==> config.mk <==
export PLATFORM = sky130hd
export DESIGN_NAME = easing_curve_eval_inverse_flat
export DESIGN_NICKNAME = d
export VERILOG_FILES = /design/src/rtl/core/ecei_pkg.sv /design/src/rtl/core/ecei_if.sv /design/src/rtl/core/ecei_datapath.sv /design/src/rtl/core/ecei_ctrl.sv /design/src/rtl/core/easing_curve_eval_inverse.sv /design/src/flat_wrapper.sv
export SDC_FILE = /design/constraint.sdc
export NUM_CORES = 2
export LEC_CHECK = 0
export ABC_AREA = 0
export BUFFER_PORTS_ARGS = -buffer_cell sky130_fd_sc_hd__buf_2
export CAP_MARGIN = 20
export CORE_MARGIN = 2
export CORE_UTILIZATION = 50
export DETAILED_ROUTE_END_ITERATION = 16
export GPL_ROUTABILITY_DRIVEN = 1
export PLACE_DENSITY = 0.66
export SLEW_MARGIN = 10
export SYNTH_ARGS = -nofsm -noshare
export SYNTH_HDL_FRONTEND = slang
export SYNTH_SLANG_ARGS = --single-unit
==> constraint.sdc <==
create_clock -name clock -period 14.86 [get_ports clock]
set_input_delay 2.972 -clock clock [delete_from_list [all_inputs] [get_ports clock]]
set_output_delay 2.972 -clock clock [all_outputs]
set_load 0.005 [all_outputs]
==> src/rtl/core/ecei_pkg.sv <==
// Shared constants, codes and control types of the easing curve evaluator.
package ecei_pkg;

   // Fixed point format: Q1.16 with 65536 standing for 1.0.
   localparam int FRAC_BITS = 16;
   localparam int OPND_W    = 18;
   localparam int RES_W     = FRAC_BITS + 1;
   localparam int STEPS_W   = 5;

   localparam logic [STEPS_W-1:0] STEPS_RESET = STEPS_W'(16);

   localparam logic [RES_W-1:0] ONE  = RES_W'(1 << FRAC_BITS);
   localparam logic [RES_W-1:0] HALF = RES_W'(1 << (FRAC_BITS - 1));

   // Shared multiplier: first pass is a 17x18 product, second pass multiplies
   // that product by an 18-bit factor.
   localparam int MUL_A_W = 2 * RES_W;
   localparam int MUL_B_W = RES_W + 1;
   localparam int PROD_W  = MUL_A_W + MUL_B_W;

   localparam logic [MUL_B_W-1:0] ONE_B   = MUL_B_W'(1 << FRAC_BITS);
   localparam logic [MUL_B_W-1:0] TWO_B   = MUL_B_W'(2 << FRAC_BITS);
   localparam logic [MUL_B_W-1:0] THREE_B = MUL_B_W'(3 << FRAC_BITS);

   // Opcodes.
   localparam logic OP_EVAL    = 1'b0;
   localparam logic OP_INVERSE = 1'b1;

   // Easing types; every other code is smoothstep.
   localparam logic [2:0] EASE_LINEAR = 3'd0;
   localparam logic [2:0] EASE_IN     = 3'd1;
   localparam logic [2:0] EASE_OUT    = 3'd2;
   localparam logic [2:0] EASE_CUBIC  = 3'd3;

   typedef struct packed {
      logic load;
      logic mul1;
      logic mul2;
      logic update;
      logic out_load;
   } ecei_cmd_type;

   typedef struct packed {
      logic op_inverse;
      logic shortcut;
   } ecei_stat_type;

endpackage

==> src/rtl/core/ecei_if.sv <==
// Request and response channel interfaces of the easing curve evaluator.
interface ecei_req_if;
   import ecei_pkg::*;

   logic                     valid;
   logic                     ready;
   logic                     opcode;
   logic [2:0]               easing_type;
   logic signed [OPND_W-1:0] operand_value;

   modport source (output valid, output opcode, output easing_type,
                   output operand_value, input ready);
   modport sink   (input valid, input opcode, input easing_type,
                   input operand_value, output ready);
endinterface

interface ecei_rsp_if;
   import ecei_pkg::*;

   logic             valid;
   logic             ready;
   logic [RES_W-1:0] result_value;

   modport source (output valid, output result_value, input ready);
   modport sink   (input valid, input result_value, output ready);
endinterface

==> src/rtl/core/ecei_datapath.sv <==
// Datapath: operand clamp, shared multiplier, curve value and bisection interval.
module ecei_datapath (
   input  logic                          clock,
   input  logic                          reset,
   input  ecei_pkg::ecei_cmd_type        cmd,
   output ecei_pkg::ecei_stat_type       stat,
   input  logic                          req_opcode,
   input  logic [2:0]                    req_easing_type,
   input  logic signed [ecei_pkg::OPND_W-1:0] req_operand_value,
   output logic [ecei_pkg::RES_W-1:0]    rsp_result_value
);
   import ecei_pkg::*;

   logic                 op_ff, op_in;
   logic [2:0]           type_ff, type_in;
   logic [RES_W-1:0]     target_ff, target_in;
   logic [RES_W-1:0]     lo_ff, lo_in;
   logic [RES_W-1:0]     hi_ff, hi_in;
   logic [MUL_A_W-1:0]   p1_ff, p1_in;
   logic [PROD_W-1:0]    p2_ff, p2_in;
   logic [RES_W-1:0]     res_ff, res_in;

   logic [RES_W-1:0]     clamped;
   logic [RES_W:0]       mid_sum;
   logic [RES_W-1:0]     mid;
   logic [RES_W-1:0]     x_cur;
   logic [RES_W-1:0]     v_cur;
   logic                 upper;
   logic [RES_W-1:0]     a1;
   logic [MUL_B_W-1:0]   b1;
   logic [MUL_B_W-1:0]   c2;
   logic [MUL_A_W-1:0]   mul_a;
   logic [MUL_B_W-1:0]   mul_b;
   logic [PROD_W-1:0]    product;
   logic [RES_W-1:0]     q;
   logic                 inexact;
   logic [RES_W-1:0]     curve_val;

   // Negative operands count as zero, operands above one as one.
   always_comb begin
      if (req_operand_value[OPND_W-1]) begin
         clamped = '0;
      end else if (req_operand_value[RES_W-1:0] > ONE) begin
         clamped = ONE;
      end else begin
         clamped = req_operand_value[RES_W-1:0];
      end
   end

   assign mid_sum = {1'b0, lo_ff} + {1'b0, hi_ff};
   assign mid     = mid_sum[RES_W:1];
   assign x_cur   = (op_ff == OP_INVERSE) ? mid : target_ff;
   assign v_cur   = ONE - x_cur;
   assign upper   = (x_cur >= HALF);

   // Every curve is written as floor(a*b*c / ONE^2), but the upper cubic half as floor(ONE - a*b*c / ONE^2).
   always_comb begin
      a1 = x_cur;
      b1 = {1'b0, x_cur};
      c2 = ONE_B;
      case (type_ff)
         EASE_LINEAR: begin
            b1 = ONE_B;
         end
         EASE_IN: begin
            c2 = ONE_B;
         end
         EASE_OUT: begin
            b1 = TWO_B - {1'b0, x_cur};
         end
         EASE_CUBIC: begin
            if (upper) begin
               a1 = v_cur;
               b1 = {1'b0, v_cur};
               c2 = {v_cur[RES_W-2:0], 2'b00};
            end else begin
               c2 = {x_cur[RES_W-2:0], 2'b00};
            end
         end
         default: begin
            c2 = THREE_B - {x_cur, 1'b0};
         end
      endcase
   end

   assign mul_a   = cmd.mul2 ? p1_ff : MUL_A_W'(a1);
   assign mul_b   = cmd.mul2 ? c2 : b1;
   assign product = mul_a * mul_b;

   assign q       = p2_ff[2*FRAC_BITS +: RES_W];
   assign inexact = |p2_ff[2*FRAC_BITS-1:0];

   // The upper half of the cubic is one minus a cubic, floored.
   assign curve_val = ((type_ff == EASE_CUBIC) && upper) ?
                      (ONE - q - RES_W'(inexact)) : q;

   assign stat.op_inverse = (op_ff == OP_INVERSE);
   assign stat.shortcut   = (target_ff == '0) || (target_ff == ONE) ||
                            (type_ff == EASE_LINEAR);

   always_comb begin
      op_in     = op_ff;
      type_in   = type_ff;
      target_in = target_ff;
      lo_in     = lo_ff;
      hi_in     = hi_ff;
      p1_in     = p1_ff;
      p2_in     = p2_ff;
      res_in    = res_ff;
      if (cmd.load) begin
         op_in     = req_opcode;
         type_in   = req_easing_type;
         target_in = clamped;
         lo_in     = '0;
         hi_in     = ONE;
      end
      if (cmd.mul1) begin
         p1_in = product[MUL_A_W-1:0];
      end
      if (cmd.mul2) begin
         p2_in = product;
      end
      if (cmd.update) begin
         if (curve_val < target_ff) begin
            lo_in = mid;
         end else begin
            hi_in = mid;
         end
      end
      if (cmd.out_load) begin
         if (op_ff == OP_EVAL) begin
            res_in = curve_val;
         end else if (stat.shortcut) begin
            res_in = target_ff;
         end else begin
            res_in = mid;
         end
      end
   end

   always_ff @(posedge clock) begin
      op_ff     <= op_in;
      type_ff   <= type_in;
      target_ff <= target_in;
      lo_ff     <= lo_in;
      hi_ff     <= hi_in;
      p1_ff     <= p1_in;
      p2_ff     <= p2_in;
      res_ff    <= res_in;
   end

   assign rsp_result_value = res_ff;

   // A halving never turns the search interval around.
   a_interval_ordered: assert property (@(posedge clock) disable iff (reset)
      cmd.update |=> (lo_ff <= hi_ff))
      else $error("bisection interval inverted");

endmodule

==> src/rtl/core/ecei_ctrl.sv <==
// Controller: sequencing state machine, step counter and step count register.
module ecei_ctrl (
   input  logic                           clock,
   input  logic                           reset,
   input  logic                           req_valid,
   output logic                           req_ready,
   output logic                           rsp_valid,
   input  logic                           rsp_ready,
   input  logic                           csr_wr_en,
   input  logic [ecei_pkg::STEPS_W-1:0]   csr_wr_data,
   input  ecei_pkg::ecei_stat_type        stat,
   output ecei_pkg::ecei_cmd_type         cmd
);
   import ecei_pkg::*;

   typedef enum logic [5:0] {
      ST_IDLE   = 6'b000001,
      ST_DECIDE = 6'b000010,
      ST_MUL1   = 6'b000100,
      ST_MUL2   = 6'b001000,
      ST_EVAL   = 6'b010000,
      ST_DONE   = 6'b100000
   } state_type;

   state_type            state_ff, state_in;
   logic [STEPS_W-1:0]   cnt_ff, cnt_in;
   logic [STEPS_W-1:0]   steps_ff, steps_in;
   logic                 out_valid_ff, out_valid_in;

   always_comb begin
      state_in  = state_ff;
      cnt_in    = cnt_ff;
      cmd       = '0;
      req_ready = 1'b0;
      case (state_ff)
         ST_IDLE: begin
            req_ready = 1'b1;
            if (req_valid) begin
               cmd.load = 1'b1;
               state_in = ST_DECIDE;
            end
         end
         ST_DECIDE: begin
            cnt_in = '0;
            if (!stat.op_inverse) begin
               state_in = ST_MUL1;
            end else if (stat.shortcut || (steps_ff == '0)) begin
               state_in = ST_DONE;
            end else begin
               state_in = ST_MUL1;
            end
         end
         ST_MUL1: begin
            cmd.mul1 = 1'b1;
            state_in = ST_MUL2;
         end
         ST_MUL2: begin
            cmd.mul2 = 1'b1;
            state_in = ST_EVAL;
         end
         ST_EVAL: begin
            if (!stat.op_inverse) begin
               state_in = ST_DONE;
            end else begin
               cmd.update = 1'b1;
               cnt_in     = cnt_ff + 1'b1;
               if (((STEPS_W+1)'(cnt_ff) + 1'b1) == (STEPS_W+1)'(steps_ff)) begin
                  state_in = ST_DONE;
               end else begin
                  state_in = ST_MUL1;
               end
            end
         end
         ST_DONE: begin
            if (!out_valid_ff || rsp_ready) begin
               cmd.out_load = 1'b1;
               state_in     = ST_IDLE;
            end
         end
         default: begin
            state_in = ST_IDLE;
         end
      endcase
   end

   always_comb begin
      out_valid_in = out_valid_ff;
      if (cmd.out_load) begin
         out_valid_in = 1'b1;
      end else if (rsp_ready) begin
         out_valid_in = 1'b0;
      end
   end

   assign steps_in  = csr_wr_en ? csr_wr_data : steps_ff;
   assign rsp_valid = out_valid_ff;

   always_ff @(posedge clock) begin
      if (reset) begin
         state_ff     <= ST_IDLE;
         cnt_ff       <= '0;
         steps_ff     <= STEPS_RESET;
         out_valid_ff <= 1'b0;
      end else begin
         state_ff     <= state_in;
         cnt_ff       <= cnt_in;
         steps_ff     <= steps_in;
         out_valid_ff <= out_valid_in;
      end
   end

   // A forward evaluation always takes the two multiplier passes and finishes.
   a_eval_latency: assert property (@(posedge clock) disable iff (reset)
      (state_ff == ST_DECIDE && !stat.op_inverse) |-> ##4 (state_ff == ST_DONE))
      else $error("forward evaluation did not reach completion in time");

   // A finished result moves out once the output side frees up.
   a_done_drains: assert property (@(posedge clock) disable iff (reset)
      (state_ff == ST_DONE && rsp_ready) |=> (state_ff == ST_IDLE && rsp_valid))
      else $error("finished result was not handed to the output register");

   // A transaction only starts work from idle.
   a_accept_starts: assert property (@(posedge clock) disable iff (reset)
      (req_valid && req_ready) |=> (state_ff == ST_DECIDE && !rsp_valid ||
                                    state_ff == ST_DECIDE))
      else $error("accepted transaction did not start the sequence");

endmodule

==> src/rtl/core/easing_curve_eval_inverse.sv <==
// Top level of the easing curve evaluator with bisection inverse.
//
// The block takes one transaction at a time on the request channel: an
// opcode, an easing type and a signed Q1.16 operand, which is clamped to the
// range 0 to 1.0 (65536). Opcode 0 returns the eased value of the curve at that
// time; opcode 1 returns the time at which the curve reaches the operand as a
// target, found by bisection with the number of halvings held in the CSR
// (reset value 16, written through csr_wr_en and csr_wr_data; the user must
// write it only while the block is idle, which the block does not enforce).
// Every curve value is computed exactly and floored to 16 fractional bits. One
// 34x18 multiplier is shared and used twice per curve evaluation (states MUL1,
// MUL2, EVAL). A forward evaluation runs DECIDE, one curve evaluation and DONE;
// an inverse repeats the curve evaluation once per halving and goes from DECIDE
// straight to DONE when the target is 0, 1.0 or the curve is linear. The
// request channel is ready again once the result has moved into the output
// register, and a new item is taken only after the last one is finished. The
// output register holds a finished result until the response transaction
// completes, while the block already works on the next item.
module easing_curve_eval_inverse (
   input  logic                          clock,
   input  logic                          reset,
   ecei_req_if.sink                      req_bus,
   ecei_rsp_if.source                    rsp_bus,
   input  logic                          csr_wr_en,
   input  logic [ecei_pkg::STEPS_W-1:0]  csr_wr_data
);
   import ecei_pkg::*;

   // Command and status bundles between the controller and the datapath.
   ecei_cmd_type  cmd;
   ecei_stat_type stat;

   // The controller owns the handshakes, the halving counter and the CSR.
   ecei_ctrl u_ctrl (
      .clock       (clock),
      .reset       (reset),
      .req_valid   (req_bus.valid),
      .req_ready   (req_bus.ready),
      .rsp_valid   (rsp_bus.valid),
      .rsp_ready   (rsp_bus.ready),
      .csr_wr_en   (csr_wr_en),
      .csr_wr_data (csr_wr_data),
      .stat        (stat),
      .cmd         (cmd)
   );

   // The datapath captures the request, runs the multiplier passes, keeps the
   // search interval and holds the output register.
   ecei_datapath u_datapath (
      .clock             (clock),
      .reset             (reset),
      .cmd               (cmd),
      .stat              (stat),
      .req_opcode        (req_bus.opcode),
      .req_easing_type   (req_bus.easing_type),
      .req_operand_value (req_bus.operand_value),
      .rsp_result_value  (rsp_bus.result_value)
   );

endmodule
==> src/flat_wrapper.sv <==
// flat-port wrapper written by rule: the top's interface ports become plain ports
module easing_curve_eval_inverse_flat import ecei_pkg::*;
  (clock, reset, csr_wr_en, csr_wr_data, req_bus_valid, req_bus_opcode, req_bus_easing_type, req_bus_operand_value, req_bus_ready, rsp_bus_valid, rsp_bus_result_value, rsp_bus_ready);
  ecei_req_if req_bus_i ();
  ecei_rsp_if rsp_bus_i ();
  input  logic clock;
  input  logic reset;
  input  logic csr_wr_en;
  input  logic [ecei_pkg::STEPS_W-1:0] csr_wr_data;
  input wire logic [$bits(req_bus_i.valid)-1:0] req_bus_valid;
  input wire logic [$bits(req_bus_i.opcode)-1:0] req_bus_opcode;
  input wire logic [$bits(req_bus_i.easing_type)-1:0] req_bus_easing_type;
  input wire logic [$bits(req_bus_i.operand_value)-1:0] req_bus_operand_value;
  output wire logic [$bits(req_bus_i.ready)-1:0] req_bus_ready;
  output wire logic [$bits(rsp_bus_i.valid)-1:0] rsp_bus_valid;
  output wire logic [$bits(rsp_bus_i.result_value)-1:0] rsp_bus_result_value;
  input wire logic [$bits(rsp_bus_i.ready)-1:0] rsp_bus_ready;
  assign req_bus_i.valid = req_bus_valid;
  assign req_bus_i.opcode = req_bus_opcode;
  assign req_bus_i.easing_type = req_bus_easing_type;
  assign req_bus_i.operand_value = req_bus_operand_value;
  assign req_bus_ready = req_bus_i.ready;
  assign rsp_bus_valid = rsp_bus_i.valid;
  assign rsp_bus_result_value = rsp_bus_i.result_value;
  assign rsp_bus_i.ready = rsp_bus_ready;
  easing_curve_eval_inverse u_core (.clock(clock), .reset(reset), .req_bus(req_bus_i), .rsp_bus(rsp_bus_i), .csr_wr_en(csr_wr_en), .csr_wr_data(csr_wr_data));
endmodule
## Yosys cells after proc, flatten, opt, wreduce, memory -nomap -nowiden

Index checks and enable logic that the tools add are counted.

| storage, ports and cells | value |
|---|---|
| latch bits | 0 |
| word-level logic and storage cells | 94 |
| output and inout port bits | 19 |
| register bits | 172 |
| input port bits | 32 |
| bits in writable memories | 0 |
| memories | 0 |
| ROM bits | 0 |

| cells by class | value |
|---|---|
| $add $sub $neg | 8 |
| equal/unequal tests | 14 |
| muxes and demuxes | 39 |
| $lt $le $gt $ge | 3 |
| shift-type cells | 0 |
| $mul | 1 |
| bitwise logic cells | 0 |
| reductions and logical operators | 16 |
| divide/modulo/power cells | 0 |

Operators with widths:

| cell | number |
|---|---|
| $mux 17 | 14 |
| $pmux 18 s3 | 1 |
| $mul 34x18->49 | 1 |
| $mux 18 | 2 |
| $mux 6 | 6 |
| $pmux 18 s2 | 1 |
| $pmux 6 s6 | 1 |
| $mux 34 | 1 |
| $sub 17x17->17 const A | 2 |
| $reduce_or 32->1 | 1 |
| $add 17x17->18 | 1 |
| $sub 18x17->18 const A | 1 |
| $sub 18x18->18 const A | 1 |
| $eq 17x17->1 const B | 1 |
| $ge 17x16->1 const B | 1 |
| $gt 17x17->1 const B | 1 |
| $logic_not 17->1 | 1 |
| $lt 17x17->1 | 1 |
| $sub 17x1->17 | 1 |
| $mux 1 | 11 |
| $pmux 5 s2 | 1 |
| $add 5x1->6 const B | 1 |
| $eq 3x2->1 const B | 2 |
| $eq 6x1->1 const B | 1 |
| 19 further kinds | 26 |

## Logic depth before layout (Yosys ltp)

| depth | value |
|---|---|
| word-level depth | 8 |
| depth in mapped cells | 43 |
| mapped depth without buffers | 41 |

## Modules after synthesis

A second synthesis with hierarchy kept.

| unflattened totals | value |
|---|---|
| cells, all modules | 3,313 |
| area, all modules | 29,314.4 um^2 |

By module, submodules not included:

| module | sequential area each (um^2) | cells each | instances | area each (um^2) |
|---|---|---|---|---|
| ecei_datapath | 4,314.1 | 3,205 | 1 | 28,369.7 |
| ecei_ctrl | 340.3 | 108 | 1 | 944.7 |

## Least setup slack after synthesis

No wires, ideal clock.

| path | value |
|---|---|
| path kind | register to register |
| from | register u_core.u_datapath.op_ff |
| to | register u_core.u_datapath.p2_ff[45] (data pin) |
| slack | 4.852 ns |
| stages on the path, launching flop included | 41 |
| period minus slack after synthesis | 10.008 ns |
| buffers on the path | 6 |
| data arrival time | 9.746 ns |
| library setup time | 0.262 ns |
| data required time | 14.598 ns |
| path through | edfxtp_1 buf_2 buf_1 buf_1 clkbuf_1 o21ai_0 inv_1 ha_1 inv_1 a2111oi_4 and3_1 nand4_1 nor3_2 xnor2_1 and2_1 or3_1 clkbuf_1 o21ai_2 [5 not listed] fa_1 fa_1 inv_1 fa_1 inv_1 ha_1 a21o_1 a21o_1 a21oi_1 o21ai_0 a221oi_1 nand3b_1 o221a_2 nor3_1 nor3_1 a2111oi_0 o21bai_1 xor2_1 |

| between the ends | value |
|---|---|
| cells in the longest elaborated chain, start to end | 6 |
| elaborated cells on any way between the ends | 14 |
| classes of those cells | add/sub: 3; mul: 1; order compare: 1; mux: 9 |

Ends and longest elaborated chain:

| what | line | text |
|---|---|---|
| start: declaration | ecei_datapath.sv:14 | `logic op_ff, op_in;` |
| start signal: assignment | ecei_datapath.sv:142 | `op_ff <= op_in;` |
| $mux 17 (*) | ecei_datapath.sv:52 | `assign x_cur = (op_ff == OP_INVERSE) ? mid : target_ff;` |
| $sub 17x17->17 or $ge 17x16->1 (tied branches) | ecei_datapath.sv:53, ecei_datapath.sv:54 |  |
| $mux 17 or $mux 18 (tied branches) | ecei_datapath.sv:72 | `if (upper) begin` |
| $pmux 18 s3 (tied with other cells) | ecei_datapath.sv:61 | `case (type_ff)` |
| $mux 18 or $mux 34 (tied branches) | ecei_datapath.sv:87, ecei_datapath.sv:86 |  |
| $mul 34x18->49 (*) | ecei_datapath.sv:88 | `assign product = mul_a * mul_b;` |
| named net u_core.u_datapath.product[45] | ecei_datapath.sv:34 | `logic [PROD_W-1:0] product;` |
| end signal: assignment | ecei_datapath.sv:148 | `p2_ff <= p2_in;` |
| end: declaration | ecei_datapath.sv:20 | `logic [PROD_W-1:0] p2_ff, p2_in;` |

Mark *: on every way through the listed nets, which the timed path passes. The rest lies on a longest branch.
A chain may end at the register's enable or synchronous reset.

## Worst setup path in the final report

| path | value |
|---|---|
| from | register u_core.u_datapath.hi_ff[2] |
| to | register u_core.u_datapath.p2_ff[45] (data pin) |

| between the ends | value |
|---|---|
| cells in the longest elaborated chain, start to end | 7 |
| elaborated cells on any way between the ends | 15 |
| classes of those cells | add/sub: 4; mul: 1; order compare: 1; mux: 9 |

Ends and longest elaborated chain:

| what | line | text |
|---|---|---|
| start: declaration | ecei_datapath.sv:18 | `logic [RES_W-1:0] hi_ff, hi_in;` |
| start signal: assignment | ecei_datapath.sv:146 | `hi_ff <= hi_in;` |
| $add 17x17->18 (*) | ecei_datapath.sv:50 | `assign mid_sum = {1'b0, lo_ff} + {1'b0, hi_ff};` |
| $mux 17 (*) | ecei_datapath.sv:52 |  |
| $sub 17x17->17 or $ge 17x16->1 (tied branches) | ecei_datapath.sv:53, ecei_datapath.sv:54 |  |
| $mux 17 or $mux 18 (tied branches) | ecei_datapath.sv:72 |  |
| $pmux 18 s3 (tied with other cells) | ecei_datapath.sv:61 |  |
| $mux 18 or $mux 34 (tied branches) | ecei_datapath.sv:87, ecei_datapath.sv:86 |  |
| $mul 34x18->49 (*) | ecei_datapath.sv:88 |  |
| named net u_core.u_datapath.product[45] | ecei_datapath.sv:34 |  |

Marked as above.

==> results.cfg <==
[setup_path]
arrival_ps = 12400
r2r-end = u_core.u_datapath.p2_ff[45]
reg2reg_setup_slack_ps = 2650
cp_max_fo = 18
required_ps = 15050
setup.worst_path.start = u_core.u_datapath.hi_ff[2]
cp_slowest_cell = a31oi_1
cp.depth = 36
rr_startpoint = u_core.u_datapath.hi_ff[2]
crit_end = u_core.u_datapath.p2_ff[45]
start_kind = flip-flop
r2r_cells = 36
critPathTopFamily = compound AO/OA/AOI/OAI gates
path_buf_inv = 4
cp-end-kind = flip-flop
cpPeakStageDelay_ps = 900
crit_type = flip-flop to flip-flop
path_common_cell = fa_1

[yosys]
synth.most_common_cell = inv_1
syn_inst = 3304
synth_flop_cell = edfxtp_1
synth_edf_count = 121
synth.avg_cell_area_um2 = 8.74
synthesis.area_mm2 = 0.0289
ys_ff_latch = 172
yosysTopAreaCellShare = 0.354
ys_types = 89
yosys_warnings = 0
ys_seq_area_frac = 0.161
ys_top_cells_by_area = fa_1 35%, edfxtp_1 13%, inv_1 9.0%, ha_1 7.0%, nand2_1 6.9%
synth_top_cell_by_area = fa_1
yosys-top-cells-count = 694 x inv_1, 533 x nand2_1, 511 x fa_1, 225 x nor2_1, 161 x ha_1
async_reset_ff_frac = 0

[timing]
rsz0062_at_grt = false
clock.fmax_mhz = 81.9
post-route-min-period_ps = 12210
worst_pin_slew_ps = 1160
fin_setup_tns_ps = 0
timing.slew.headroom = 0.223
post-route-period-util = 0.822
fin_skew_ps = 15.2
final-setup-viol-count = 0
slew_viol_final = 0
whs_ps = 467
finalHoldViolations = 0
timing.final.ws_setup_ps = 2650

[floorplan]
ios = 51
initial_core_util = 0.504
row_count = 88
die_h_um = 244
die_x_um = 244
dieArea_mm2 = 0.0597
coreArea_mm2 = 0.0574

[power]
p_sw_mw = 2.20
internal-power_mw = 2.28
p_leak_nw = 14.7
power_density_mw_per_mm2 = 147
finalPower_mw = 4.48
seqPwrFrac = 0.182
switching_share = 0.491
power_frac_comb = 0.717
clock_power_share = 0.102
ir_worst_vdd_mv = 0.258

[cells_and_area]
fin_cells = 4079
num-nets-final = 4004
area_growth_pct = 5.92
drive_gt1_frac = 0.0537

[placement]
dpl.hpwl_um = 63500
io_buffers = 50
gp_congestion = 0.968
preCtsSetupSlack_ps = 2760
place_inst = 4045

[grt]
grtUsageTotal = 0.271
grt_max_degree = 77
grt_first_pass_wirelength_um = 127000
overflow = 0
grt_pass1_vias = 23722
antenna_found_initial = 1

[route]
via_per_inst = 5.56
wl_met1_um = 33400
avgRoutedWirePerCell_um = 19.3
route.vias.total = 22678
detail-route-antenna-nets = 0
wl_met2_um = 37900
wl_um = 78700
met3WireLength_um = 5230
firstDrtPassIters = 8
route.detailed.drc = 0
drt_iter0_markers = 1765
highest_layer = met4

[clocking]
cts_resized = 0
cts_num_sinks = 172
cts_tree = built
cts_buffers = 17
clock_latency_ps = 440
cts_hold_buf = 0
clockBufferDepth = 2
post_cts_buffers = 0
cts_max_level = 4
clk_pin_slew_worst_paths_ps = 80
cts_root_buf = clkbuf_16

[worst_hold_path]
worstHoldPathType = flip-flop to flip-flop
hold_start = u_core.u_datapath.hi_ff[15]
hold_depth = 2

[outcome]
status = finished, final reports clean

[job]
maxCapViolCount = 0
-- state kept, by name (all words and copies together) (netlist names) --
signal,count
u_core.u_datapath.p2_ff,49
u_core.u_ctrl.rsp_valid,1
u_core.u_datapath.lo_ff,17
u_core.u_ctrl.cnt_ff,5
u_core.u_datapath.rsp_result_value,17
u_core.u_datapath.target_ff,17
u_core.u_datapath.p1_ff,34
u_core.u_datapath.op_ff,1
u_core.u_datapath.hi_ff,17
u_core.u_datapath.type_ff,3
u_core.u_ctrl.steps_ff,5
u_core.u_ctrl.state_ff,6
-- worst min path at each step --
stage                                             end  slack [ps]
after detailed placement  u_core.u_datapath.hi_ff[15]         460
after global placement     u_core.u_datapath.hi_ff[7]         450
after CTS                  u_core.u_datapath.hi_ff[4]         470
after floorplan           u_core.u_datapath.hi_ff[10]         440
final                     u_core.u_datapath.hi_ff[15]         470
after global routing       u_core.u_datapath.hi_ff[7]         490
-- routing by layer --
metal | vias up | global-route usage
li1 | 10197 | -
met1 | 11477 | 0.368
met2 | 851 | 0.457
met3 | 153 | 0.0331
met4 | 0 | 0.0798
met5 | - | 0
-- cell type report --
type / count / area [um2]
Sequential cell: 172 / 4650
Fill cell: 5232 / 26800
Clock buffer: 17 / 425
Antenna cell: 1 / 2.50
Inverter: 694 / 2610
Timing Repair Buffer: 96 / 593
Multi-Input combinational cell: 2319 / 21200
Tap cell: 765 / 957
Clock inverter: 15 / 176
-- power by group through the flow --
stage                     Clock, mW  Combinational, mW  Sequential, mW
after floorplan                   0               2.36           0.817
after global placement            0               3.09           0.824
after detailed placement          0               3.19           0.825
after CTS                     0.462               3.20           0.814
after global routing          0.479               3.61           0.815
final                         0.456               3.21           0.814
-- metrics by stage --
step,util,area [um2]
5_1_grt,0.533,30600
2_1_floorplan,-,29000
3_3_place_gp,0.523,30000
3_5_place_dp,0.523,30000
6_report,0.533,30600
4_1_cts,0.533,30600
-- cell families after synthesis --
kind of cell	count (synthesis)	synth area share
multiplexers	29	0.0104
adder cells (fa/ha/maj)	672	0.424
XOR/XNOR	107	0.0329
AO/OA/AOI/OAI	409	0.0941
buffers and inverters	829	0.108
AND/OR/NAND/NOR	1085	0.169
flip-flops	172	0.161
other	1	0.000130
-- worst register-to-register path: cells and delay by family (launching register included) --
family | cells | cell delay, ps
adders and majority gates | 8 | 3560
DFF | 1 | 320
AOI/OAI and AO/OA | 14 | 4580
and+or+nand+nor | 8 | 2740
buffers and inverters | 4 | 420
xor gates and xnor gates | 2 | 330
-- placed cells by master, fill, tap and decap left out, drive strengths merged, types with 16 or more instances in the layout --
master,count
inv,698
nand2,533
fa,511
nor2,226
ha,161
edfxtp,121
a21oi,111
and2,103
buf,95
o21ai,92
xnor2,77
a21o,51
dfxtp,51
nand3,47
nor2b,29
xor2,29
o21a,28
nor4,25
mux2i,24
nand2b,20
nor3,20
a31oi,19
clkbuf,18
conb,17
nand4,17
and3,16
Power figures use the tool's default switching activity.
